==> src/rtl/ngga_pkg.sv <==
// Shared types and constants for the GGA position parser.
// Holds character codes, status codes and the result struct; no dependencies.
package ngga_pkg;

  localparam logic [7:0] CH_DOLLAR = 8'h24;
  localparam logic [7:0] CH_G      = 8'h47;
  localparam logic [7:0] CH_P      = 8'h50;
  localparam logic [7:0] CH_A      = 8'h41;
  localparam logic [7:0] CH_COMMA  = 8'h2C;
  localparam logic [7:0] CH_DOT    = 8'h2E;
  localparam logic [7:0] CH_N      = 8'h4E;
  localparam logic [7:0] CH_E      = 8'h45;
  localparam logic [7:0] CH_ZERO   = 8'h30;
  localparam logic [7:0] CH_NINE   = 8'h39;

  localparam logic [1:0] STAT_OK      = 2'd0;
  localparam logic [1:0] STAT_UNAVAIL = 2'd1;
  localparam logic [1:0] STAT_BAD     = 2'd2;
  localparam logic [1:0] STAT_TIMEOUT = 2'd3;

  localparam int LAT_W  = 27;
  localparam int LON_W  = 31;

  localparam int unsigned UNITS_PER_DEG = 600000;

  typedef struct packed {
    logic [1:0]       status;
    logic [LAT_W-1:0] latitude;
    logic [LON_W-1:0] longitude;
  } ngga_result_t;

endpackage

==> src/rtl/ngga_parser.sv <==
// Per-byte sentence parser: header hunt, field counting, digit accumulation.
// Produces one result beat on timeout or at the end of the E/W field. Uses ngga_pkg.
module ngga_parser (
  input  logic                 clk,
  input  logic                 rst_n,
  input  logic                 beat,
  input  logic [7:0]           rx_byte,
  input  logic                 cfg_wr_en,
  input  logic [15:0]          cfg_wr_data,
  output logic                 res_valid,
  output ngga_pkg::ngga_result_t res
);

  localparam logic [2:0] ST_HUNT   = 3'd0;
  localparam logic [2:0] ST_DOLLAR = 3'd1;
  localparam logic [2:0] ST_G1     = 3'd2;
  localparam logic [2:0] ST_P      = 3'd3;
  localparam logic [2:0] ST_G2     = 3'd4;
  localparam logic [2:0] ST_G3     = 3'd5;
  localparam logic [2:0] ST_HDR    = 3'd6;
  localparam logic [2:0] ST_BODY   = 3'd7;

  localparam logic [2:0] FLD_TIME = 3'd0;
  localparam logic [2:0] FLD_LAT  = 3'd1;
  localparam logic [2:0] FLD_NS   = 3'd2;
  localparam logic [2:0] FLD_LON  = 3'd3;
  localparam logic [2:0] FLD_EW   = 3'd4;

  localparam logic [3:0] LAT_DEG_DIGITS = 4'd2;
  localparam logic [3:0] LON_DEG_DIGITS = 4'd3;
  localparam logic [3:0] MIN_DIGITS     = 4'd6;

  localparam int LAT_W = ngga_pkg::LAT_W;
  localparam int LON_W = ngga_pkg::LON_W;

  logic [2:0]  stage_r, stage_nxt;
  logic [2:0]  fld_r, fld_nxt;
  logic [3:0]  cpos_r, cpos_nxt;
  logic [6:0]  lat_deg_r, lat_deg_nxt;
  logic [19:0] lat_min_r, lat_min_nxt;
  logic [9:0]  lon_deg_r, lon_deg_nxt;
  logic [19:0] lon_min_r, lon_min_nxt;
  logic [1:0]  hemi_r, hemi_nxt;
  logic [1:0]  seen_r, seen_nxt;
  logic        bad_r, bad_nxt;
  logic [15:0] cnt_r, cnt_nxt;
  logic [15:0] limit_r;

  // Scale the minute digits so that missing trailing digits weigh as zeros.
  function automatic logic [19:0] scale_min(input logic [19:0] mn, input logic [3:0] cp,
                                             input logic [3:0] dd);
    logic [3:0]  m;
    logic [39:0] prod;
    m = (cp > dd) ? (cp - dd) : 4'd0;
    if (m > MIN_DIGITS) m = MIN_DIGITS;
    unique case (m[2:0])
      3'd0:    prod = 40'(mn) * 40'd1000000;
      3'd1:    prod = 40'(mn) * 40'd100000;
      3'd2:    prod = 40'(mn) * 40'd10000;
      3'd3:    prod = 40'(mn) * 40'd1000;
      3'd4:    prod = 40'(mn) * 40'd100;
      3'd5:    prod = 40'(mn) * 40'd10;
      default: prod = 40'(mn);
    endcase
    return prod[19:0];
  endfunction

  logic        is_dollar, is_comma, is_digit;
  logic [3:0]  dval;
  logic [2:0]  eff_stage, hunt_stage;
  logic [15:0] cnt_inc;
  logic        emit, timeout;
  logic [LAT_W-1:0] lat_mag;
  logic [LON_W-1:0] lon_mag;

  assign is_dollar = (rx_byte == ngga_pkg::CH_DOLLAR);
  assign is_comma  = (rx_byte == ngga_pkg::CH_COMMA);
  assign is_digit  = (rx_byte >= ngga_pkg::CH_ZERO) && (rx_byte <= ngga_pkg::CH_NINE);
  assign dval      = rx_byte[3:0];
  assign cnt_inc   = cnt_r + 16'd1;

  // A dollar inside or right after the header restarts the hunt.
  always_comb begin
    eff_stage = stage_r;
    if (stage_r >= ST_HDR && is_dollar) eff_stage = ST_HUNT;
    if (eff_stage == ST_HDR && !is_comma) eff_stage = ST_HUNT;
  end

  always_comb begin
    priority if (is_dollar) hunt_stage = ST_DOLLAR;
    else if (rx_byte == ngga_pkg::CH_G &&
             (eff_stage == ST_DOLLAR || eff_stage == ST_P || eff_stage == ST_G2))
      hunt_stage = eff_stage + 3'd1;
    else if (rx_byte == ngga_pkg::CH_P && eff_stage == ST_G1) hunt_stage = ST_P;
    else if (rx_byte == ngga_pkg::CH_A && eff_stage == ST_G3) hunt_stage = ST_HDR;
    else hunt_stage = ST_HUNT;
  end

  always_comb begin
    stage_nxt   = stage_r;
    fld_nxt     = fld_r;
    cpos_nxt    = cpos_r;
    lat_deg_nxt = lat_deg_r;
    lat_min_nxt = lat_min_r;
    lon_deg_nxt = lon_deg_r;
    lon_min_nxt = lon_min_r;
    hemi_nxt    = hemi_r;
    seen_nxt    = seen_r;
    bad_nxt     = bad_r;
    cnt_nxt     = cnt_r;
    emit        = 1'b0;
    timeout     = 1'b0;

    if (eff_stage == ST_HDR) begin
      stage_nxt   = ST_BODY;
      fld_nxt     = FLD_TIME;
      cpos_nxt    = 4'd0;
      lat_deg_nxt = '0;
      lat_min_nxt = '0;
      lon_deg_nxt = '0;
      lon_min_nxt = '0;
      hemi_nxt    = 2'b11;
      seen_nxt    = 2'b00;
      bad_nxt     = 1'b0;
    end else if (eff_stage == ST_BODY) begin
      if (is_comma) begin
        // Pad the closing position field, then advance.
        if (fld_r == FLD_LAT) begin
          if (cpos_r == 4'd0) lat_deg_nxt = 7'(11'(lat_deg_r) * 11'd100);
          else if (cpos_r == 4'd1) lat_deg_nxt = 7'(11'(lat_deg_r) * 11'd10);
          lat_min_nxt = scale_min(lat_min_r, cpos_r, LAT_DEG_DIGITS);
        end else if (fld_r == FLD_LON) begin
          if (cpos_r == 4'd0) lon_deg_nxt = 10'(20'(lon_deg_r) * 20'd1000);
          else if (cpos_r == 4'd1) lon_deg_nxt = 10'(20'(lon_deg_r) * 20'd100);
          else if (cpos_r == 4'd2) lon_deg_nxt = 10'(20'(lon_deg_r) * 20'd10);
          lon_min_nxt = scale_min(lon_min_r, cpos_r, LON_DEG_DIGITS);
        end
        fld_nxt  = fld_r + 3'd1;
        cpos_nxt = 4'd0;
        if (fld_r == FLD_EW) begin
          emit      = 1'b1;
          stage_nxt = ST_HUNT;
          cnt_nxt   = '0;
        end
      end else if (fld_r == FLD_LAT || fld_r == FLD_LON) begin
        if (is_digit) begin
          if (fld_r == FLD_LAT) begin
            if (cpos_r < LAT_DEG_DIGITS)
              lat_deg_nxt = 7'(11'(lat_deg_r) * 11'd10 + 11'(dval));
            else if (cpos_r < LAT_DEG_DIGITS + MIN_DIGITS)
              lat_min_nxt = 20'(24'(lat_min_r) * 24'd10 + 24'(dval));
            seen_nxt[0] = 1'b1;
          end else begin
            if (cpos_r < LON_DEG_DIGITS)
              lon_deg_nxt = 10'(14'(lon_deg_r) * 14'd10 + 14'(dval));
            else if (cpos_r < LON_DEG_DIGITS + MIN_DIGITS)
              lon_min_nxt = 20'(24'(lon_min_r) * 24'd10 + 24'(dval));
            seen_nxt[1] = 1'b1;
          end
          if (cpos_r != 4'd15) cpos_nxt = cpos_r + 4'd1;
        end else if (rx_byte != ngga_pkg::CH_DOT) begin
          bad_nxt = 1'b1;
        end
      end else if (fld_r == FLD_NS) begin
        hemi_nxt[0] = (rx_byte == ngga_pkg::CH_N);
      end else if (fld_r == FLD_EW) begin
        hemi_nxt[1] = (rx_byte == ngga_pkg::CH_E);
      end
    end else begin
      stage_nxt = hunt_stage;
      if (hunt_stage == ST_HDR) begin
        cnt_nxt = '0;
      end else if (cnt_inc >= limit_r) begin
        cnt_nxt   = '0;
        stage_nxt = ST_HUNT;
        timeout   = 1'b1;
      end else begin
        cnt_nxt = cnt_inc;
      end
    end
  end

  assign lat_mag = LAT_W'(lat_deg_r) * LAT_W'(ngga_pkg::UNITS_PER_DEG) + LAT_W'(lat_min_r);
  assign lon_mag = LON_W'(lon_deg_r) * LON_W'(ngga_pkg::UNITS_PER_DEG) + LON_W'(lon_min_r);

  always_comb begin
    res = '0;
    if (timeout) begin
      res.status = ngga_pkg::STAT_TIMEOUT;
    end else if (seen_r != 2'b11) begin
      res.status = ngga_pkg::STAT_UNAVAIL;
    end else if (bad_r) begin
      res.status = ngga_pkg::STAT_BAD;
    end else begin
      res.status    = ngga_pkg::STAT_OK;
      res.latitude  = hemi_r[0] ? lat_mag : (LAT_W'(0) - lat_mag);
      res.longitude = hemi_r[1] ? lon_mag : (LON_W'(0) - lon_mag);
    end
  end

  assign res_valid = beat && (emit || timeout);

  always_ff @(posedge clk) begin
    if (!rst_n) begin
      stage_r   <= ST_HUNT;
      fld_r     <= FLD_TIME;
      cpos_r    <= '0;
      lat_deg_r <= '0;
      lat_min_r <= '0;
      lon_deg_r <= '0;
      lon_min_r <= '0;
      hemi_r    <= 2'b11;
      seen_r    <= '0;
      bad_r     <= 1'b0;
      cnt_r     <= '0;
      limit_r   <= 16'd599;
    end else begin
      if (cfg_wr_en) limit_r <= cfg_wr_data;
      if (beat) begin
        stage_r   <= stage_nxt;
        fld_r     <= fld_nxt;
        cpos_r    <= cpos_nxt;
        lat_deg_r <= lat_deg_nxt;
        lat_min_r <= lat_min_nxt;
        lon_deg_r <= lon_deg_nxt;
        lon_min_r <= lon_min_nxt;
        hemi_r    <= hemi_nxt;
        seen_r    <= seen_nxt;
        bad_r     <= bad_nxt;
        cnt_r     <= cnt_nxt;
      end
    end
  end

endmodule

==> src/rtl/ngga_out_buf.sv <==
// Result register with a skid stage, so input keeps flowing while a result waits.
// Uses ngga_pkg for the result struct.
module ngga_out_buf (
  input  logic                   clk,
  input  logic                   rst_n,
  input  logic                   push,
  input  ngga_pkg::ngga_result_t push_data,
  output logic                   space,
  output logic                   out_valid,
  input  logic                   out_ready,
  output ngga_pkg::ngga_result_t out_data
);

  logic                   out_valid_r;
  logic                   skid_valid_r;
  ngga_pkg::ngga_result_t out_data_r;
  ngga_pkg::ngga_result_t skid_data_r;
  logic                   pop;

  assign pop       = out_valid_r && out_ready;
  assign space     = !skid_valid_r;
  assign out_valid = out_valid_r;
  assign out_data  = out_data_r;

  always_ff @(posedge clk) begin
    if (!rst_n) begin
      out_valid_r  <= 1'b0;
      skid_valid_r <= 1'b0;
    end else if (skid_valid_r) begin
      // Drain the skid entry first; no push can arrive while it is full.
      if (pop) begin
        out_valid_r  <= 1'b1;
        skid_valid_r <= 1'b0;
      end
    end else if (push) begin
      if (!out_valid_r || pop) out_valid_r <= 1'b1;
      else skid_valid_r <= 1'b1;
    end else if (pop) begin
      out_valid_r <= 1'b0;
    end
  end

  always_ff @(posedge clk) begin
    if (skid_valid_r) begin
      if (pop) out_data_r <= skid_data_r;
    end else if (push) begin
      if (!out_valid_r || pop) out_data_r <= push_data;
      else skid_data_r <= push_data;
    end
  end

endmodule

==> src/rtl/nmea_gga_position_parser.sv <==
// GGA sentence position parser: top level with stream ports.
// Instantiates ngga_parser and ngga_out_buf; uses ngga_pkg.
//
// Accepts one received character per cycle whenever in_tready is high. A character is
// processed in the cycle it is accepted, and any result it causes (a position at the
// comma closing the E/W field, or a search timeout) is pushed into the result
// register, or the skid entry while that register is full. The result side holds up to
// two results; input stalls only while both are waiting. The user must write the search
// limit through cfg_wr_en / cfg_wr_data only while idle; the block does not enforce it.
module nmea_gga_position_parser (
  input  logic        clk,
  input  logic        rst_n,
  input  logic        in_tvalid,
  output logic        in_tready,
  input  logic [7:0]  in_tdata,   // [7:0] rx_byte
  output logic        out_tvalid,
  input  logic        out_tready,
  output logic [63:0] out_tdata,  // [26:0] latitude, [57:27] longitude, [63:58] zero
  output logic [1:0]  out_tuser,  // [1:0] status
  input  logic        cfg_wr_en,
  input  logic [15:0] cfg_wr_data
);

  logic                   beat;
  logic                   res_valid;
  logic                   space;
  ngga_pkg::ngga_result_t res;
  ngga_pkg::ngga_result_t out_res;

  assign in_tready = space;
  assign beat      = in_tvalid && in_tready;

  ngga_parser u_parser (
    .clk         (clk),
    .rst_n       (rst_n),
    .beat        (beat),
    .rx_byte     (in_tdata),
    .cfg_wr_en   (cfg_wr_en),
    .cfg_wr_data (cfg_wr_data),
    .res_valid   (res_valid),
    .res         (res)
  );

  ngga_out_buf u_out_buf (
    .clk       (clk),
    .rst_n     (rst_n),
    .push      (res_valid),
    .push_data (res),
    .space     (space),
    .out_valid (out_tvalid),
    .out_ready (out_tready),
    .out_data  (out_res)
  );

  assign out_tuser = out_res.status;
  assign out_tdata = {6'd0, out_res.longitude, out_res.latitude};

endmodule

==> config.mk <==
export PLATFORM = sky130hd
export DESIGN_NAME = nmea_gga_position_parser
export DESIGN_NICKNAME = d
export VERILOG_FILES = /design/src/rtl/ngga_pkg.sv /design/src/rtl/ngga_parser.sv /design/src/rtl/ngga_out_buf.sv /design/src/rtl/nmea_gga_position_parser.sv
export SDC_FILE = /design/constraint.sdc
export NUM_CORES = 2
export LEC_CHECK = 0
export ABC_AREA = 1
export BUFFER_PORTS_ARGS = -buffer_cell sky130_fd_sc_hd__buf_2
export CORE_MARGIN = 1
export CORE_UTILIZATION = 40
export DETAILED_ROUTE_END_ITERATION = 6
export SLEW_MARGIN = 10
export SYNTH_ARGS = -nofsm -noshare
export SYNTH_HDL_FRONTEND = slang
export SYNTH_SLANG_ARGS = --single-unit
==> constraint.sdc <==
create_clock -name clk -period 7 [get_ports clk]
set_input_delay 0.35 -clock clk [delete_from_list [all_inputs] [get_ports clk]]
set_output_delay 0.35 -clock clk [all_outputs]
set_load 0.03 [all_outputs]
==> summary.md <==
The flow ran to the end, and the final reports show no timing, DRC or antenna violations. The number of H-tree levels is 1, and the flip-flop and latch count after synthesis is 226. The number of port buffers is 90. By area the synthesized netlist is led by sky130_fd_sc_hd__ha_1 (20%), sky130_fd_sc_hd__fa_1 (13%), sky130_fd_sc_hd__nand2_1 (11%), sky130_fd_sc_hd__inv_1 (10%), sky130_fd_sc_hd__edfxtp_1 (9.9%). Once the clock tree was built, the setup fixing pass inserted 0 buffers. At the end of routability-driven placement, the weighted congestion stood at 0.990. The share of post-route cells with drive strength above 1 is 0.0571. The worst hold path belongs to the class primary input to flip-flop. For the worst setup path, the data arrival time is 6.79 ns. The maximum clock path buffer count was 3.

At the pin with the least slew margin, the transition time is 1.08 ns. For the number of hold violations in the final report, the log shows 0. The tools report the overall routing resource usage as 0.232. The run gives 0.405 as the effective utilization at floorplan.

In the final routed layout, each cell accounts on average for 17.2 um. Max-cap violations in this run came to 0. Most frequent cell after synthesis: sky130_fd_sc_hd__nand2_1.

The tools report the post-placement worst setup slack as 0.488 ns. TritonCTS built the clock tree. The post-cts gate resize count was 0.

After routing, the total negative slack on setup checks comes to 0 ns. The share of async-settable or async-resettable flops after synthesis is 0, and the total core area is 90300 um^2. The logs give 31.4k for the number of global-route vias before repair and 92500 um^2 for the die footprint. Data on the critical path is required at its endpoint by 7.29 ns. The post-synthesis area per instance was 7.31 um^2; the number of fillers in the final layout was 9390.

The final layout contains routed wiring with a total length of 108 mm. For this design the top-level I/O count stands at 97. The number of failing setup endpoints in the final timing report is 0.

Type of the worst setup path: flip-flop to flip-flop. The total power of the final layout is 2.83 mW, and the number of DRC markers in iteration 0 is 2376. The later pin in the worst-skew pair is clocked with a latency of 0.55 ns. The post-synthesis instance area is 36500 um^2. Power spread over the standard cell area amounts to 72.2 nW/um^2. The run gives 0 as the final max-slew violation count. The cell sitting at the root of the clock tree is a sky130_fd_sc_hd__clkbuf_16. Summed over all layers, the global routing overflow is 0. The worst setup path is launched from a flip-flop. Among the stages of the critical path, the cell type that occurs most often is sky130_fd_sc_hd__nand2_1. Along the worst path, the maximum fanout reaches 7. Among all stages on the critical path, the largest delay is contributed by sky130_fd_sc_hd__fa_1. The floorplan step set the die height to 304 um. The number of clock buffers added by TritonCTS is 24. The run gives 94 as the pin count of the biggest net entering global routing.

The run gives 2 as the number of antenna violations at the first check in global routing. The prevailing post-synth register cell was sky130_fd_sc_hd__edfxtp_1. Setup slack on the critical path of the routed design comes to 0.505 ns. The commonest cells after synthesis are sky130_fd_sc_hd__nand2_1 (1052), sky130_fd_sc_hd__inv_1 (989), sky130_fd_sc_hd__ha_1 (582), sky130_fd_sc_hd__a21oi_1 (359), sky130_fd_sc_hd__nor2_1 (283). The multi-input combinational cells in the finished layout cover a total of 26600 um^2. The count of nets left with antenna violations once routing finished came out at 0. For the reported leakage power, the log shows 21.2 nW. The DRC violation count after routing was 0; the achievable clock frequency was 0.154 GHz. For this design, the sink count on the clock tree is 226. The die is 304 um wide.

For this design, the CTS-stage hold fixing added 0 buffers. The tools report the number of instances in the synthesized netlist as 5000. STA classifies the critical path endpoint as a flip-flop.

First-pass GRT wire length: 172 mm. The largest area contributor in the netlist was sky130_fd_sc_hd__ha_1. Number of placement rows: 110. Once placement completed, the tool counted placed cells totaling 6242. The final standard cell count with taps included and fillers excluded is 6288. Setup repair after global routing left no endpoint under its margin. The period utilization is 0.928, and the area added between synthesis and finish is 7.54%. The run gives 70 as the distinct cell type count after synthesis. Registers take 5730 um^2. The clock period could shrink to 6.49 ns. Summed over all nets, the half-perimeter wirelength after detailed placement is 89.0 mm. In this run, synthesis inferred 120 flip-flops with an integrated enable.

The tools report the worst slew margin relative to its limit as 0.280. After detailed routing, the number of vias per cell comes to 5.15. The highest cell delay on the worst timing path came out at 0.57 ns.

The register area share after synthesis was 0.157. The first TritonRoute pass finished after 6 iterations. During synthesis, Yosys emitted a total of 0 warnings. For this block, the via count after detailed routing is 32.4k. The worst ir drop on vdd was 0.203 mV; the area fraction of the dominant cell type after synthesis was 0.199. For the final database, setup skew stands at 0.0136 ns.

After clock tree synthesis, the clock-pin slew on the worst setup and hold paths is 0.07 ns. For this run, the post-layout net count is 5949.
==> power breakdown <==
group | internal [mW] | switching [mW] | leakage (nW)
clock network | 0.735 | 0.578 | 0.370
registers | 1.40 | 0.00729 | 2.07
logic | 0.0315 | 0.0844 | 18.8
==> sequential cells by signal, summed over array words and instances, names as in the netlist, 2 cells and up <==
| register | cells |
|---|---|
| u_parser.lat_min_r | 20 |
| u_parser.lon_min_r | 20 |
| u_parser.fld_r | 3 |
| u_parser.hemi_r | 2 |
| u_parser.lat_deg_r | 7 |
| u_parser.limit_r | 16 |
| u_parser.lon_deg_r | 10 |
| u_out_buf.skid_data_r | 60 |
| u_parser.cpos_r | 4 |
| u_parser.cnt_r | 16 |
| u_out_buf.out_data | 60 |
| u_parser.seen_r | 2 |
| u_parser.stage_r | 3 |
==> metal layers <==
metal	global-route usage	wire [um]	vias up	share of wire
met3	0.0242	5690	149	0.053
met5	0	20	-	0.00019
met2	0.387	49100	858	0.45
li1	-	-	16400	-
met4	0.0541	2740	4	0.025
met1	0.321	50400	15000	0.47
==> area by class of cell <==
type / count / area share
multi-input cells: 3691 / 0.678
flip-flops and latches: 226 / 0.146
inverters: 1006 / 0.0962
well taps: 1176 / 0.0375
repair buffers: 143 / 0.0219
clock buffers: 31 / 0.0176
clock inverters: 13 / 0.00248
diodes: 2 / 0.000127
==> worst paths after layout <==
kind	from	endpoint	slack [ns]	depth (start not counted)
max	u_parser.lon_deg_r[9]	u_out_buf.out_data[25]	0.51	29
min	cfg_wr_data[9]	u_parser.limit_r[9]	0.03	3
max reg2reg	u_parser.lon_deg_r[9]	u_out_buf.out_data[25]	0.51	29
min reg2reg	u_parser.limit_r[12]	u_parser.limit_r[12]	0.47	2
==> layout by cell type (no fill, tap or decap), types with 76 or more instances in the layout <==
cell type	synthesis	routed
sky130_fd_sc_hd__dfxtp_1	106	104
sky130_fd_sc_hd__o21ai_0	243	243
sky130_fd_sc_hd__fa_1	246	246
sky130_fd_sc_hd__nor2_1	283	283
sky130_fd_sc_hd__nand2_1	1052	1052
sky130_fd_sc_hd__nand4_1	76	76
sky130_fd_sc_hd__xor2_1	139	139
sky130_fd_sc_hd__a21oi_1	359	358
sky130_fd_sc_hd__buf_2	13	90
sky130_fd_sc_hd__nand3_1	243	243
sky130_fd_sc_hd__xnor2_1	111	110
sky130_fd_sc_hd__edfxtp_1	120	120
sky130_fd_sc_hd__ha_1	582	582
sky130_fd_sc_hd__inv_1	989	987
==> cells by family after synthesis <==
family                     share of synthesized area
AOI/OAI and AO/OA                              0.119
xor gates and xnor gates                      0.0604
adders and majority gates                      0.334
buffers and inverters                          0.115
DFF                                            0.157
other                                       0.000103
and+or+nand+nor                                0.215
==> critical path, delay by kind of cell, from the launching register on <==
family                     cells  cell delay (ns)
AOI/OAI and AO/OA              5             0.80
adders and majority gates      7             3.06
DFF                            1             0.49
buffers and inverters          4             0.23
xor gates and xnor gates       4             0.77
and+or+nand+nor                9             0.88
==> through the flow <==
step                area [um^2]   util  hold WS [ns]
floorplan                 36500      -         0.435
global placement          38500  0.426         0.453
detailed placement        38500  0.426         0.460
CTS                       39300  0.435       0.00243
global route              39300  0.435        0.0208
finish                    39300  0.435        0.0264
Note: power is estimated with default switching activity, not from simulation.
